[src/hw/rtl/hpss_pkg.sv]
// Shared types, constants and the per-position judging function of the start code scanner.
package hpss_pkg;

    localparam logic OP_BYTE = 1'b0;
    localparam logic OP_STOP = 1'b1;

    localparam logic [7:0] NAL_SPS = 8'h67;
    localparam logic [7:0] NAL_PPS = 8'h68;
    localparam logic [7:0] NAL_SEI = 8'h06;
    localparam logic [7:0] SC_ZERO = 8'h00;
    localparam logic [7:0] SC_MARK = 8'h01;

    localparam logic [2:0] SKIP_AFTER_MATCH = 3'd4;
    localparam int WIN_DEPTH = 4;
    localparam int NUM_JUDGE = 5;
    localparam int NUM_UNITS = 3;
    localparam int OUT_BITS = 20;
    localparam int LEN_IN_BITS = 20;

    localparam int UNIT_SPS = 0;
    localparam int UNIT_PPS = 1;
    localparam int UNIT_SEI = 2;
    localparam int UNIT_SLICE = 3;

    typedef struct packed {
        logic                   operation;
        logic [7:0]             data_byte;
        logic                   first_of_buffer;
        logic                   last_of_buffer;
        logic [LEN_IN_BITS-1:0] buffer_length;
    } t_item;

    typedef struct packed {
        logic                sps_found;
        logic [OUT_BITS-1:0] sps_offset;
        logic [OUT_BITS-1:0] sps_length;
        logic                pps_found;
        logic [OUT_BITS-1:0] pps_offset;
        logic [OUT_BITS-1:0] pps_length;
        logic                sei_found;
        logic [OUT_BITS-1:0] sei_offset;
        logic [OUT_BITS-1:0] sei_length;
        logic                slice_found;
        logic [OUT_BITS-1:0] slice_offset;
        logic                recording;
    } t_result;

    typedef struct packed {
        logic       stopped;
        logic [2:0] skip;
        logic [3:0] flags;
    } t_ctl;

    typedef struct packed {
        t_ctl       ctl;
        logic [2:0] bump;
        logic [3:0] hit;
    } t_judge;

    // Judges one scan position: skip handling, first-hit capture, length counting and stop.
    function automatic t_judge judge_step(t_ctl ctl_in, logic active, logic sc,
                                          logic [7:0] hdr);
        t_judge j;
        logic   done;
        j.ctl  = ctl_in;
        j.bump = '0;
        j.hit  = '0;
        done   = 1'b0;
        if (active && !ctl_in.stopped) begin
            if (ctl_in.skip != 3'd0) begin
                j.ctl.skip = ctl_in.skip - 3'd1;
            end else begin
                if (sc && hdr == NAL_SPS && !ctl_in.flags[UNIT_SPS]) begin
                    j.ctl.flags[UNIT_SPS] = 1'b1;
                    j.hit[UNIT_SPS]       = 1'b1;
                    j.ctl.skip            = SKIP_AFTER_MATCH;
                    done                  = 1'b1;
                end else if (!ctl_in.flags[UNIT_PPS] && !ctl_in.flags[UNIT_SEI]
                             && ctl_in.flags[UNIT_SPS]) begin
                    j.bump[UNIT_SPS] = 1'b1;
                end
                if (!done) begin
                    if (sc && hdr == NAL_PPS && !ctl_in.flags[UNIT_PPS]) begin
                        j.ctl.flags[UNIT_PPS] = 1'b1;
                        j.hit[UNIT_PPS]       = 1'b1;
                        j.ctl.skip            = SKIP_AFTER_MATCH;
                        done                  = 1'b1;
                    end else if (!ctl_in.flags[UNIT_SEI] && ctl_in.flags[UNIT_PPS]) begin
                        j.bump[UNIT_PPS] = 1'b1;
                    end
                end
                if (!done) begin
                    if (sc && hdr == NAL_SEI && !ctl_in.flags[UNIT_SEI]) begin
                        j.ctl.flags[UNIT_SEI] = 1'b1;
                        j.hit[UNIT_SEI]       = 1'b1;
                        j.ctl.skip            = SKIP_AFTER_MATCH;
                        done                  = 1'b1;
                    end else if (ctl_in.flags[UNIT_SEI]) begin
                        j.bump[UNIT_SEI] = 1'b1;
                    end
                end
                if (!done) begin
                    if (sc && hdr != NAL_SPS && hdr != NAL_PPS && hdr != NAL_SEI) begin
                        j.ctl.flags[UNIT_SLICE] = 1'b1;
                        j.hit[UNIT_SLICE]       = 1'b1;
                        j.ctl.stopped           = 1'b1;
                    end
                end
            end
        end
        return j;
    endfunction

endpackage

[src/hw/rtl/hpss_item_if.sv]
// Valid/ready channel that carries one input item of the scanner.
interface hpss_item_if;
    import hpss_pkg::*;

    logic  valid;
    logic  ready;
    t_item payload;

    modport source (output valid, output payload, input ready);
    modport sink (input valid, input payload, output ready);
endinterface

[src/hw/rtl/hpss_result_if.sv]
// Valid/ready channel that carries one result item of the scanner.
interface hpss_result_if;
    import hpss_pkg::*;

    logic    valid;
    logic    ready;
    t_result payload;

    modport source (output valid, output payload, input ready);
    modport sink (input valid, input payload, output ready);
endinterface

[src/hw/rtl/hpss_scan_core.sv]
// Scan state and combinational next-state logic for one buffer byte or stop item.
module hpss_scan_core #(
    parameter int LENGTH_BITS = 20
) (
    input  logic             i_clk,
    input  logic             i_rst_n,
    input  logic             i_go,
    input  hpss_pkg::t_item  i_item,
    output hpss_pkg::t_result o_result
);
    import hpss_pkg::*;

    localparam int LB = LENGTH_BITS;
    localparam logic [LB-1:0] POS_MAX = '1;

    logic [7:0]    r_window [WIN_DEPTH];
    logic [LB-1:0] r_pos;
    logic [LB-1:0] r_limit;
    t_ctl          r_ctl;
    logic [LB-1:0] r_offsets [NUM_UNITS];
    logic [LB-1:0] r_lengths [NUM_UNITS];
    logic [LB-1:0] r_slice_pos;
    logic          r_recording;

    logic [7:0]    n_window [WIN_DEPTH];
    logic [LB-1:0] n_pos;
    logic [LB-1:0] n_limit;
    t_ctl          n_ctl;
    logic [LB-1:0] n_offsets [NUM_UNITS];
    logic [LB-1:0] n_lengths [NUM_UNITS];
    logic [LB-1:0] n_slice_pos;
    logic          n_recording;

    logic [7:0]    cur_window [WIN_DEPTH];
    logic [LB-1:0] cur_pos;
    logic [LB-1:0] cur_limit;
    t_ctl          cur_ctl;
    logic [LB-1:0] cur_offsets [NUM_UNITS];
    logic [LB-1:0] cur_lengths [NUM_UNITS];
    logic [LB-1:0] cur_slice_pos;

    logic [LB+LEN_IN_BITS-1:0] limit_wide;
    logic [LB:0]   pos_k [NUM_JUDGE];
    logic [LB:0]   q_k [NUM_JUDGE];
    logic          active_k [NUM_JUDGE];
    t_judge        step_j [NUM_JUDGE];
    logic [2:0]    bump_cnt [NUM_UNITS];
    logic          start_code;
    logic          is_byte;

    logic [LB+OUT_BITS-1:0] ext_off [NUM_UNITS];
    logic [LB+OUT_BITS-1:0] ext_len [NUM_UNITS];
    logic [LB+OUT_BITS-1:0] ext_slice;

    assign is_byte = (i_item.operation == OP_BYTE);
    assign limit_wide = {{LB{1'b0}}, 1'b0, i_item.buffer_length[LEN_IN_BITS-1:1]};

    always_comb begin
        if (i_item.first_of_buffer) begin
            for (int i = 0; i < WIN_DEPTH; i++) begin
                cur_window[i] = SC_ZERO;
            end
            cur_pos   = '0;
            cur_limit = limit_wide[LB-1:0];
            cur_ctl   = '0;
            for (int i = 0; i < NUM_UNITS; i++) begin
                cur_offsets[i] = '0;
                cur_lengths[i] = '0;
            end
            cur_slice_pos = '0;
        end else begin
            cur_window    = r_window;
            cur_pos       = r_pos;
            cur_limit     = r_limit;
            cur_ctl       = r_ctl;
            cur_offsets   = r_offsets;
            cur_lengths   = r_lengths;
            cur_slice_pos = r_slice_pos;
        end
    end

    assign start_code = (cur_window[0] == SC_ZERO) && (cur_window[1] == SC_ZERO)
                        && (cur_window[2] == SC_ZERO) && (cur_window[3] == SC_MARK);

    // Only the position ending at the current byte can hold a full start code; the
    // positions judged at the end of a buffer see absent bytes and never match.
    always_comb begin
        for (int k = 0; k < NUM_JUDGE; k++) begin
            pos_k[k]    = {1'b0, cur_pos} + (LB+1)'(k);
            q_k[k]      = pos_k[k] - (LB+1)'(WIN_DEPTH);
            active_k[k] = (pos_k[k] >= (LB+1)'(WIN_DEPTH)) && (q_k[k] < {1'b0, cur_limit})
                          && ((k == 0) || i_item.last_of_buffer);
        end
        step_j[0] = judge_step(cur_ctl, active_k[0], start_code, i_item.data_byte);
        for (int k = 1; k < NUM_JUDGE; k++) begin
            step_j[k] = judge_step(step_j[k-1].ctl, active_k[k], 1'b0, i_item.data_byte);
        end
        for (int i = 0; i < NUM_UNITS; i++) begin
            bump_cnt[i] = '0;
            for (int k = 0; k < NUM_JUDGE; k++) begin
                bump_cnt[i] = bump_cnt[i] + {2'b00, step_j[k].bump[i]};
            end
        end
    end

    always_comb begin
        for (int i = 0; i < WIN_DEPTH - 1; i++) begin
            n_window[i] = cur_window[i+1];
        end
        n_window[WIN_DEPTH-1] = i_item.data_byte;
        n_pos   = (cur_pos < POS_MAX) ? cur_pos + LB'(1) : cur_pos;
        n_limit = cur_limit;
        n_ctl   = step_j[NUM_JUDGE-1].ctl;
        if (i_item.last_of_buffer) begin
            n_ctl.stopped = 1'b1;
        end
        for (int i = 0; i < NUM_UNITS; i++) begin
            n_offsets[i] = step_j[0].hit[i] ? cur_pos : cur_offsets[i];
            n_lengths[i] = cur_lengths[i] + LB'(bump_cnt[i]);
        end
        n_slice_pos = step_j[0].hit[UNIT_SLICE] ? q_k[0][LB-1:0] : cur_slice_pos;
        if (!is_byte) begin
            n_recording = 1'b0;
        end else if (i_item.last_of_buffer && n_ctl.flags[UNIT_SPS]) begin
            n_recording = 1'b1;
        end else begin
            n_recording = r_recording;
        end
    end

    always_ff @(posedge i_clk) begin
        if (!i_rst_n) begin
            r_pos       <= '0;
            r_limit     <= '0;
            r_ctl       <= '0;
            r_recording <= 1'b0;
        end else if (i_go) begin
            r_recording <= n_recording;
            if (is_byte) begin
                r_pos   <= n_pos;
                r_limit <= n_limit;
                r_ctl   <= n_ctl;
            end
        end
    end

    always_ff @(posedge i_clk) begin
        if (i_go && is_byte) begin
            r_window    <= n_window;
            r_offsets   <= n_offsets;
            r_lengths   <= n_lengths;
            r_slice_pos <= n_slice_pos;
        end
    end

    always_comb begin
        for (int i = 0; i < NUM_UNITS; i++) begin
            ext_off[i] = {{OUT_BITS{1'b0}}, n_offsets[i]};
            ext_len[i] = {{OUT_BITS{1'b0}}, n_lengths[i]};
        end
        ext_slice = {{OUT_BITS{1'b0}}, n_slice_pos};

        o_result.sps_found  = n_ctl.flags[UNIT_SPS];
        o_result.sps_offset = n_ctl.flags[UNIT_SPS] ? ext_off[UNIT_SPS][OUT_BITS-1:0] : '0;
        o_result.sps_length = n_ctl.flags[UNIT_SPS] ? ext_len[UNIT_SPS][OUT_BITS-1:0] : '0;
        o_result.pps_found  = n_ctl.flags[UNIT_PPS];
        o_result.pps_offset = n_ctl.flags[UNIT_PPS] ? ext_off[UNIT_PPS][OUT_BITS-1:0] : '0;
        o_result.pps_length = n_ctl.flags[UNIT_PPS] ? ext_len[UNIT_PPS][OUT_BITS-1:0] : '0;
        o_result.sei_found  = n_ctl.flags[UNIT_SEI];
        o_result.sei_offset = n_ctl.flags[UNIT_SEI] ? ext_off[UNIT_SEI][OUT_BITS-1:0] : '0;
        o_result.sei_length = n_ctl.flags[UNIT_SEI] ? ext_len[UNIT_SEI][OUT_BITS-1:0] : '0;
        o_result.slice_found  = n_ctl.flags[UNIT_SLICE];
        o_result.slice_offset = n_ctl.flags[UNIT_SLICE] ? ext_slice[OUT_BITS-1:0] : '0;
        o_result.recording    = n_recording;
    end

endmodule

[src/hw/rtl/h264_parameter_set_scanner_unit.sv]
// Top level of the start code scanner: input register, scan core and result register.
// The last byte of a buffer waits in the input register; its result is then registered in the result register.
// Throughput: one byte or stop item per cycle while the input register is not stalled.
// The input register stalls only while a finished result waits in the result register.
// Reset clears the scan position, limit and control state, the recording flag and both valid bits.
module h264_parameter_set_scanner_unit #(
    parameter int LENGTH_BITS = 20
) (
    input  logic                 i_clk,
    input  logic                 i_rst_n,
    hpss_item_if.sink            i_item,
    hpss_result_if.source        o_result
);
    import hpss_pkg::*;

    t_item   r_in;
    logic    r_in_valid;
    t_result r_out;
    logic    r_out_valid;

    t_result core_result;
    logic    has_result;
    logic    out_free;
    logic    go;

    assign has_result = (r_in.operation == OP_BYTE) && r_in.last_of_buffer;
    assign out_free   = !r_out_valid || o_result.ready;
    assign go         = r_in_valid && (!has_result || out_free);

    assign i_item.ready     = !r_in_valid || go;
    assign o_result.valid   = r_out_valid;
    assign o_result.payload = r_out;

    hpss_scan_core #(
        .LENGTH_BITS(LENGTH_BITS)
    ) u_core (
        .i_clk    (i_clk),
        .i_rst_n  (i_rst_n),
        .i_go     (go),
        .i_item   (r_in),
        .o_result (core_result)
    );

    always_ff @(posedge i_clk) begin
        if (!i_rst_n) begin
            r_in_valid  <= 1'b0;
            r_out_valid <= 1'b0;
        end else begin
            if (i_item.valid && i_item.ready) begin
                r_in_valid <= 1'b1;
            end else if (go) begin
                r_in_valid <= 1'b0;
            end
            if (go && has_result) begin
                r_out_valid <= 1'b1;
            end else if (o_result.ready) begin
                r_out_valid <= 1'b0;
            end
        end
    end

    always_ff @(posedge i_clk) begin
        if (i_item.valid && i_item.ready) begin
            r_in <= i_item.payload;
        end
        if (go && has_result) begin
            r_out <= core_result;
        end
    end

endmodule

[src/flat_wrapper.sv]
// flat-port wrapper written by rule: the top's interface ports become plain ports
module h264_parameter_set_scanner_unit_flat import hpss_pkg::*;
#(
    parameter int LENGTH_BITS = 20
)
  (i_clk, i_rst_n, i_item_valid, i_item_payload, i_item_ready, o_result_valid, o_result_payload, o_result_ready);
  hpss_item_if i_item_i ();
  hpss_result_if o_result_i ();
  input  logic i_clk;
  input  logic i_rst_n;
  input wire logic [$bits(i_item_i.valid)-1:0] i_item_valid;
  input wire logic [$bits(i_item_i.payload)-1:0] i_item_payload;
  output wire logic [$bits(i_item_i.ready)-1:0] i_item_ready;
  output wire logic [$bits(o_result_i.valid)-1:0] o_result_valid;
  output wire logic [$bits(o_result_i.payload)-1:0] o_result_payload;
  input wire logic [$bits(o_result_i.ready)-1:0] o_result_ready;
  assign i_item_i.valid = i_item_valid;
  assign i_item_i.payload = i_item_payload;
  assign i_item_ready = i_item_i.ready;
  assign o_result_valid = o_result_i.valid;
  assign o_result_payload = o_result_i.payload;
  assign o_result_i.ready = o_result_ready;
  h264_parameter_set_scanner_unit #(.LENGTH_BITS(LENGTH_BITS)) u_core (.i_clk(i_clk), .i_rst_n(i_rst_n), .i_item(i_item_i), .o_result(o_result_i));
endmodule
[config.mk]
export PLATFORM = sky130hd
export DESIGN_NAME = h264_parameter_set_scanner_unit_flat
export DESIGN_NICKNAME = d
export VERILOG_FILES = /design/src/hw/rtl/hpss_pkg.sv /design/src/hw/rtl/hpss_item_if.sv /design/src/hw/rtl/hpss_result_if.sv /design/src/hw/rtl/hpss_scan_core.sv /design/src/hw/rtl/h264_parameter_set_scanner_unit.sv /design/src/flat_wrapper.sv
export SDC_FILE = /design/constraint.sdc
export NUM_CORES = 1
export LEC_CHECK = 0
export BUFFER_PORTS_ARGS = -buffer_cell sky130_fd_sc_hd__clkbuf_2
export CAP_MARGIN = 30
export CELL_PAD_IN_SITES_DETAIL_PLACEMENT = 2
export CELL_PAD_IN_SITES_GLOBAL_PLACEMENT = 2
export CORE_ASPECT_RATIO = 0.6
export CORE_MARGIN = 10
export CORE_UTILIZATION = 36
export DETAILED_ROUTE_END_ITERATION = 6
export PLACE_DENSITY_LB_ADDON = 0.1
export SLEW_MARGIN = 20
export SYNTH_ARGS = -nofsm -noshare
export SYNTH_HDL_FRONTEND = slang
export SYNTH_SLANG_ARGS = --single-unit
[constraint.sdc]
create_clock -name i_clk -period 12.9 [get_ports i_clk]
set_input_delay 1.29 -clock i_clk [delete_from_list [all_inputs] [get_ports i_clk]]
set_output_delay 1.29 -clock i_clk [all_outputs]
set_load 0.005 [all_outputs]
== After elaboration in Yosys (flattened, before gate mapping) ==
Index checks and enable logic that the tools add are counted.

* Word-level logic and storage cells: 226
* Output and inout bits: 147
* Memories: 0
* Bits of input ports: 35
* Latch bits: 0
* Register bits after elaboration: 399
* Memory bits (read-only): 0
* Bits in writable memories: 0

* Shift operators: 0
* Multiply operators: 0
* $add $sub $neg: 30
* Muxes and demuxes: 79
* Reduce and logical (&&, ||, !) cells: 62
* Magnitude comparators: 11
* Bitwise operators: 1
* Equal/unequal tests: 7
* Div/mod/pow operators: 0

{| class="wikitable"
|+ Operator list
! operator !! count
|-
| 2-to-1 mux 20 bit || 8
|-
| 2-to-1 mux 60 bit || 2
|-
| < comparator 21 x 20 -> 1 bit || 5
|-
| greater-or-equal comparator 21 x 3 -> 1 bit (second input constant) || 4
|-
| subtractor 21 x 3 -> 21 bit (second input constant) || 4
|-
| 2-to-1 mux 3 bit || 22
|-
| adder 20 x 3 -> 20 bit || 3
|-
| 2-to-1 mux 1 bit || 43
|-
| adder 20 x 2 -> 21 bit (second input constant) || 2
|-
| logical AND 1 bit || 38
|-
| 2-to-1 mux 32 bit || 1
|-
| zero test 8 bit || 3
|-
| adder 20 x 1 -> 21 bit (second input constant) || 1
|-
| adder 20 x 3 -> 21 bit (second input constant) || 1
|-
| subtractor 20 x 3 -> 21 bit (second input constant) || 1
|-
| adder 20 x 1 -> 20 bit (second input constant) || 1
|-
| greater-or-equal comparator 20 x 3 -> 1 bit (second input constant) || 1
|-
| < comparator 20 bit (second input constant) || 1
|-
| adder 3 x 1 -> 3 bit || 6
|-
| equality test 8 x 7 -> 1 bit (second input constant) || 2
|-
| inequality test 8 x 7 -> 1 bit (second input constant) || 2
|-
| 2-to-1 mux 15 bit || 1
|-
| nonzero test 3 bit || 5
|-
| subtractor 3 x 1 -> 3 bit (second input constant) || 5
|-
| 12 further kinds || 28
|}

== Longest topological paths before layout ==
* Depth after elaboration: 33
* Gate-level depth with buffers: 58
* Gate-level depth less buffers: 49

== By module ==
From an unflattened synthesis, not the netlist that was laid out.

* Cell total of the unflattened synthesis: 2457
* Area, all modules: 24098.1 µm²

{| class="wikitable"
|+ Modules (own cells, without submodules)
! module !! cells an instance !! area each (µm²) !! seq. area each (µm²) !! times used
|-
| hpss_scan_core || 2268 || 18701.7 || 6145.9 || 1
|-
| h264_parameter_set_scanner_unit || 189 || 5396.4 || 5325.1 || 1
|}

== Worst setup path after synthesis ==
Ideal clock, no wire load.

* Path type: flip-flop to flip-flop
* From: register u_core.r_in[21] (netlist name)
* To: register u_core.r_out, in the netlist u_core.o_result.payload[77] (data pin)
* Required time: 12.630 ns
* Buffers on the path: 13
* Slack: 0.509 ns
* Library setup time: 0.270 ns
* Clock period less this slack: 12.391 ns
* Arrival: 12.121 ns
* Stages on the path, launching flop included: 56
* Cells stage by stage: edfxtp_1 -> buf_6 -> buf_6 -> buf_4 -> buf_2 -> buf_2 -> buf_1 -> buf_2 -> buf_1 -> clkbuf_1 -> clkbuf_1 -> clkbuf_1 -> nor2b_1 -> ha_1 -> clkbuf_1 -> nand2_1 -> nor3_1 -> mux2i_1 -> [20 not listed] -> xor2_1 -> ha_1 -> nand2_1 -> or3_1 -> fa_1 -> inv_1 -> fa_1 -> ha_1 -> inv_1 -> fa_1 -> nor2b_1 -> nor2_1 -> nor3_1 -> nand2_1 -> or2_2 -> nor2_1 -> xnor2_1 -> nor3_1

* Longest elaborated chain between the ends: 33
* Elaborated cells on any way between the ends: 120
* Classes of those cells: add/sub (18); order compare (10); eq/ne (1); mux (49); reduce/logical (42)

{| class="wikitable"
|+ RTL lines
! what !! line !! text
|-
| start, declared || h264_parameter_set_scanner_unit.sv:16 || <nowiki>t_item r_in;</nowiki>
|-
| start signal, assigned || h264_parameter_set_scanner_unit.sv:64 || <nowiki>r_in <= i_item.payload;</nowiki>
|-
| parallel branches: the longest is 33 deep, another holds adder 20 x 1 -> 21 bit || -- ||
|-
| end signal, assigned || h264_parameter_set_scanner_unit.sv:67 || <nowiki>r_out <= core_result;</nowiki>
|-
| end, declared || h264_parameter_set_scanner_unit.sv:18 || <nowiki>t_result r_out;</nowiki>
|}

Parallel ways; which one is timed is not known. The select of a mux whose other input is x is not followed.
A chain may end at the register's enable or synchronous reset.

== Worst setup path after layout ==
Ends and elaborated chain as after synthesis.

==> flow_summary.rst <==
.. list-table::
   :header-rows: 1

   * - Metric
     - Value
   * - Die span in x
     - 354 um
   * - Overall power after layout
     - 3.16 mW
   * - Synthesized area per cell
     - 9.81 um^2
   * - Total number of vias
     - 20300
   * - Peak supply drop
     - 91.8 uV
   * - Most used standard cell by instance count after synthesis
     - sky130_fd_sc_hd__edfxtp_1
   * - Initial antenna violation count
     - 3
   * - Max Buffers Root-to-Sink
     - 3
   * - IO buf count
     - 180
   * - Global-route usage over all layers
     - 0.243
   * - Final Setup Violations
     - 0
   * - Final core occ
     - 0.419
   * - Area of the mapped netlist
     - 0.0241 mm^2
   * - Drt first pass iters
     - 4
   * - Growth of design area from synthesis to finish
     - 15.1%
   * - Share of the synthesized area in the top cell type
     - 0.432
   * - Die area
     - 0.0781 mm^2
   * - Yosys reg bits
     - 398
   * - Slowest stage delay, CP
     - 0.59 ns
   * - Highest achievable clock rate
     - 0.0817 GHz
   * - Final count of hold timing violations
     - 0
   * - Core Rows
     - 73
   * - Post-route clock skew
     - 0.0403 ns
   * - Placer congestion estimate
     - 0.901
   * - Transition time at the pin with the least slew margin
     - 0.999 ns
   * - ANT nets after route
     - 0
   * - Starting Density
     - 0.364
   * - CTS buffer count
     - 43
   * - Most frequent cell on the critical path
     - sky130_fd_sc_hd__ha_1
   * - Worst rel slew slack
     - 0.334
   * - Synthesized Nets
     - 2637
   * - Number of synthesis warnings
     - 0
   * - Clock tree from TritonCTS
     - built
   * - Result of the run
     - completed
   * - Min Tclk post-route
     - 12.24 ns
   * - Number of enable flip-flop cells after synthesis
     - 347
   * - Number of cells after detailed placement
     - 3478
   * - Number of global-route vias before repair
     - 21400
   * - Worst min-delay path class
     - reg2reg
   * - Via count normalized by instance count
     - 5.71
   * - Final net count
     - 2803
   * - Cell type with the highest aggregate area in the netlist
     - sky130_fd_sc_hd__edfxtp_1
   * - Number of max-cap violations
     - 0
   * - DP HPWL
     - 71100 um
   * - Bufs and invs on worst path
     - 6
   * - Top area cells in the synthesized netlist
     - sky130_fd_sc_hd__edfxtp_1 43%, sky130_fd_sc_hd__ha_1 6.9%, sky130_fd_sc_hd__nand2_1 4.8%, sky130_fd_sc_hd__dfxtp_1 4.2%, sky130_fd_sc_hd__a21oi_1 3.8%
   * - Fin crit share
     - 0.949
   * - Average detailed-routed wire length per instance
     - 27.4 um
   * - Aggregate negative setup slack
     - 0 ns
   * - Placeable core region
     - 0.0663 mm^2
   * - Final count of pins violating max slew
     - 0
   * - Total overflow reported by the global router
     - 0
   * - Top cells by count, synth
     - 347 x sky130_fd_sc_hd__edfxtp_1, 311 x sky130_fd_sc_hd__nand2_1, 201 x sky130_fd_sc_hd__nor2_1, 185 x sky130_fd_sc_hd__a21oi_1, 133 x sky130_fd_sc_hd__ha_1
   * - Clock Tree Root
     - sky130_fd_sc_hd__clkbuf_16
   * - Portion of the post-synthesis area used by sequential elements
     - 0.474
   * - Max H-tree Level
     - 2
   * - Number of distinct library cells after synthesis
     - 90
   * - Category of the critical setup timing path
     - reg2reg
   * - Post-layout instance count excluding filler cells
     - 3559
   * - Data required, critical path
     - 13.21 ns
   * - Share of layout cells above drive strength 1
     - 0.157
   * - Vertical die dimension
     - 221 um
   * - Leakage power of the design
     - 10.1 nW
   * - DRC violations left
     - 0
   * - Slowest CP cell
     - sky130_fd_sc_hd__or4_1
   * - Worst setup SP type
     - flop
   * - Critical Path Sink Type
     - flop
   * - Clock-pin slew on the worst setup and hold paths
     - 0.06 ns
   * - Clock tree sinks
     - 398
   * - Total placed instance area
     - 0.0264 mm^2
   * - Routed wire length
     - 97400 um
   * - Post-Layout Inst Area
     - 0.0278 mm^2
   * - Number of violations reported at the end of detailed-routing iteration 0
     - 1669
   * - Data arrival at the endpoint of the critical path
     - 12.55 ns
   * - Total power density per cell area
     - 114 mW/mm^2
   * - Largest net degree at the start of global routing
     - 146
   * - Later-pin clock latency in the skew report
     - 0.63 ns
   * - Wire length of the first global-routing pass
     - 144000 um
   * - Share of flip-flops with an asynchronous set or reset
     - 0
   * - CP delay by family, top
     - simple AND/OR/NAND/NOR gates
   * - Number of standard cells after synthesis
     - 2460
   * - Top flip-flop cell by instance count after synthesis
     - sky130_fd_sc_hd__edfxtp_1
   * - Fill cell total of the finished layout
     - 7159
   * - Max FO, Critical Path
     - 9
   * - Total I/O pin count
     - 182
[worst min-delay path, cell delays in order, from the launching register on]
cell and delay, ns:
sky130_fd_sc_hd__dfxtp_1 0.30, sky130_fd_sc_hd__nand3_1 0.06, sky130_fd_sc_hd__nand2_1 0.05
[cells by family (layout without fill, tap and decap cells)]
family	Yosys count	count (layout)	share of synthesized area
AOI/OAI and AO/OA	424	424	0.109
xor gates and xnor gates	152	152	0.0555
adders and majority gates	142	142	0.0764
buffers and inverters	230	427	0.0380
DFF	398	398	0.474
muxes	52	52	0.0223
other	0	2	0
and+or+nand+nor	1062	1062	0.225
[final cells by class]
cell class	instances	area (um^2)	share of cell area
clock buffer	55	1130	0.0407
clock inverter	21	173	0.00622
multi-input combinational	1832	11900	0.429
sequential	398	11400	0.412
timing repair buffer	283	1720	0.0620
tap	900	1130	0.0406
inverter	68	267	0.00960
antenna	2	5.00	0.000180
[state kept, by name, summed over array words and instances (netlist names)]
register / count
u_core.r_in_valid: 1
u_core.o_result.payload: 145
u_core.u_core.r_lengths: 60
u_core.o_result.valid: 1
u_core.u_core.r_limit: 20
u_core.u_core.r_slice_pos: 20
u_core.u_core.r_pos: 20
u_core.u_core.r_window: 32
u_core.u_core.r_offsets: 60
u_core.u_core.r_ctl: 8
u_core.r_in: 30
u_core.u_core.r_recording: 1
[placed cells by master (no fill, tap or decap), types with 34 or more instances in the layout]
master                      synthesis  final
sky130_fd_sc_hd__a21o_1            35     35
sky130_fd_sc_hd__nand2_1          311    311
sky130_fd_sc_hd__mux2i_1           44     36
sky130_fd_sc_hd__clkbuf_16          0     43
sky130_fd_sc_hd__and2_1            44     44
sky130_fd_sc_hd__nor2_1           201    199
sky130_fd_sc_hd__nor2b_1           80     79
sky130_fd_sc_hd__xor2_1            54     54
sky130_fd_sc_hd__nand3b_1          47     47
sky130_fd_sc_hd__dfxtp_1           51     48
sky130_fd_sc_hd__clkbuf_2           0    181
sky130_fd_sc_hd__inv_1             64     64
sky130_fd_sc_hd__nand3_1           75     75
sky130_fd_sc_hd__and3_1            35     34
sky130_fd_sc_hd__edfxtp_1         347    347
sky130_fd_sc_hd__xnor2_1           97     95
sky130_fd_sc_hd__buf_4              1     94
sky130_fd_sc_hd__o21ai_0           66     65
sky130_fd_sc_hd__nand4_1           44     44
sky130_fd_sc_hd__a21oi_1          185    181
sky130_fd_sc_hd__nor3_1            83     83
sky130_fd_sc_hd__ha_1             133    132
[stage by stage]
| stage | hold WS (ns) | setup slack [ns] |
|---|---|---|
| floorplan | 0.427 | 0.509 |
| CTS | 0.461 | 0.605 |
| finish | 0.457 | 0.656 |
| detailed placement | 0.455 | 0.658 |
| global placement | 0.442 | 1.12 |
| global route | 0.511 | -0.00182 |
[repair_timing]
action | 4_1_cts | 5_1_grt
setup buffers | 0 | 0
hold buffers | 0 | 0
endpoints found under the setup margin | 0 | 25
gates resized for setup | 0 | 13
[layer usage]
layer | track usage | vias up | share of wire
met3 | 0.0627 | 90 | 0.077
li1 | - | 9189 | -
met1 | 0.349 | 10500 | 0.48
met4 | 0.0500 | 2 | 0.017
met5 | 0 | - | 0.000072
met2 | 0.366 | 566 | 0.43
[power breakdown]
part           switching [mW]  leakage (nW)  internal (mW)
clock network           0.582         0.635          0.649
registers              0.0301          3.56           1.43
logic                   0.299          5.90          0.164
[path summary, 6_finish.rpt]
check        depth (start not counted)  slack (ns)                          end                    from
min                                  2        0.46       u_core.u_core.r_ctl[4]  u_core.u_core.r_ctl[4]
min reg2reg                          2        0.46       u_core.u_core.r_ctl[4]  u_core.u_core.r_ctl[4]
max reg2reg                         48        0.66  u_core.o_result.payload[77]         u_core.r_in[21]
max                                 48        0.66  u_core.o_result.payload[77]         u_core.r_in[21]
Note: power is estimated with default switching activity, not from simulation.
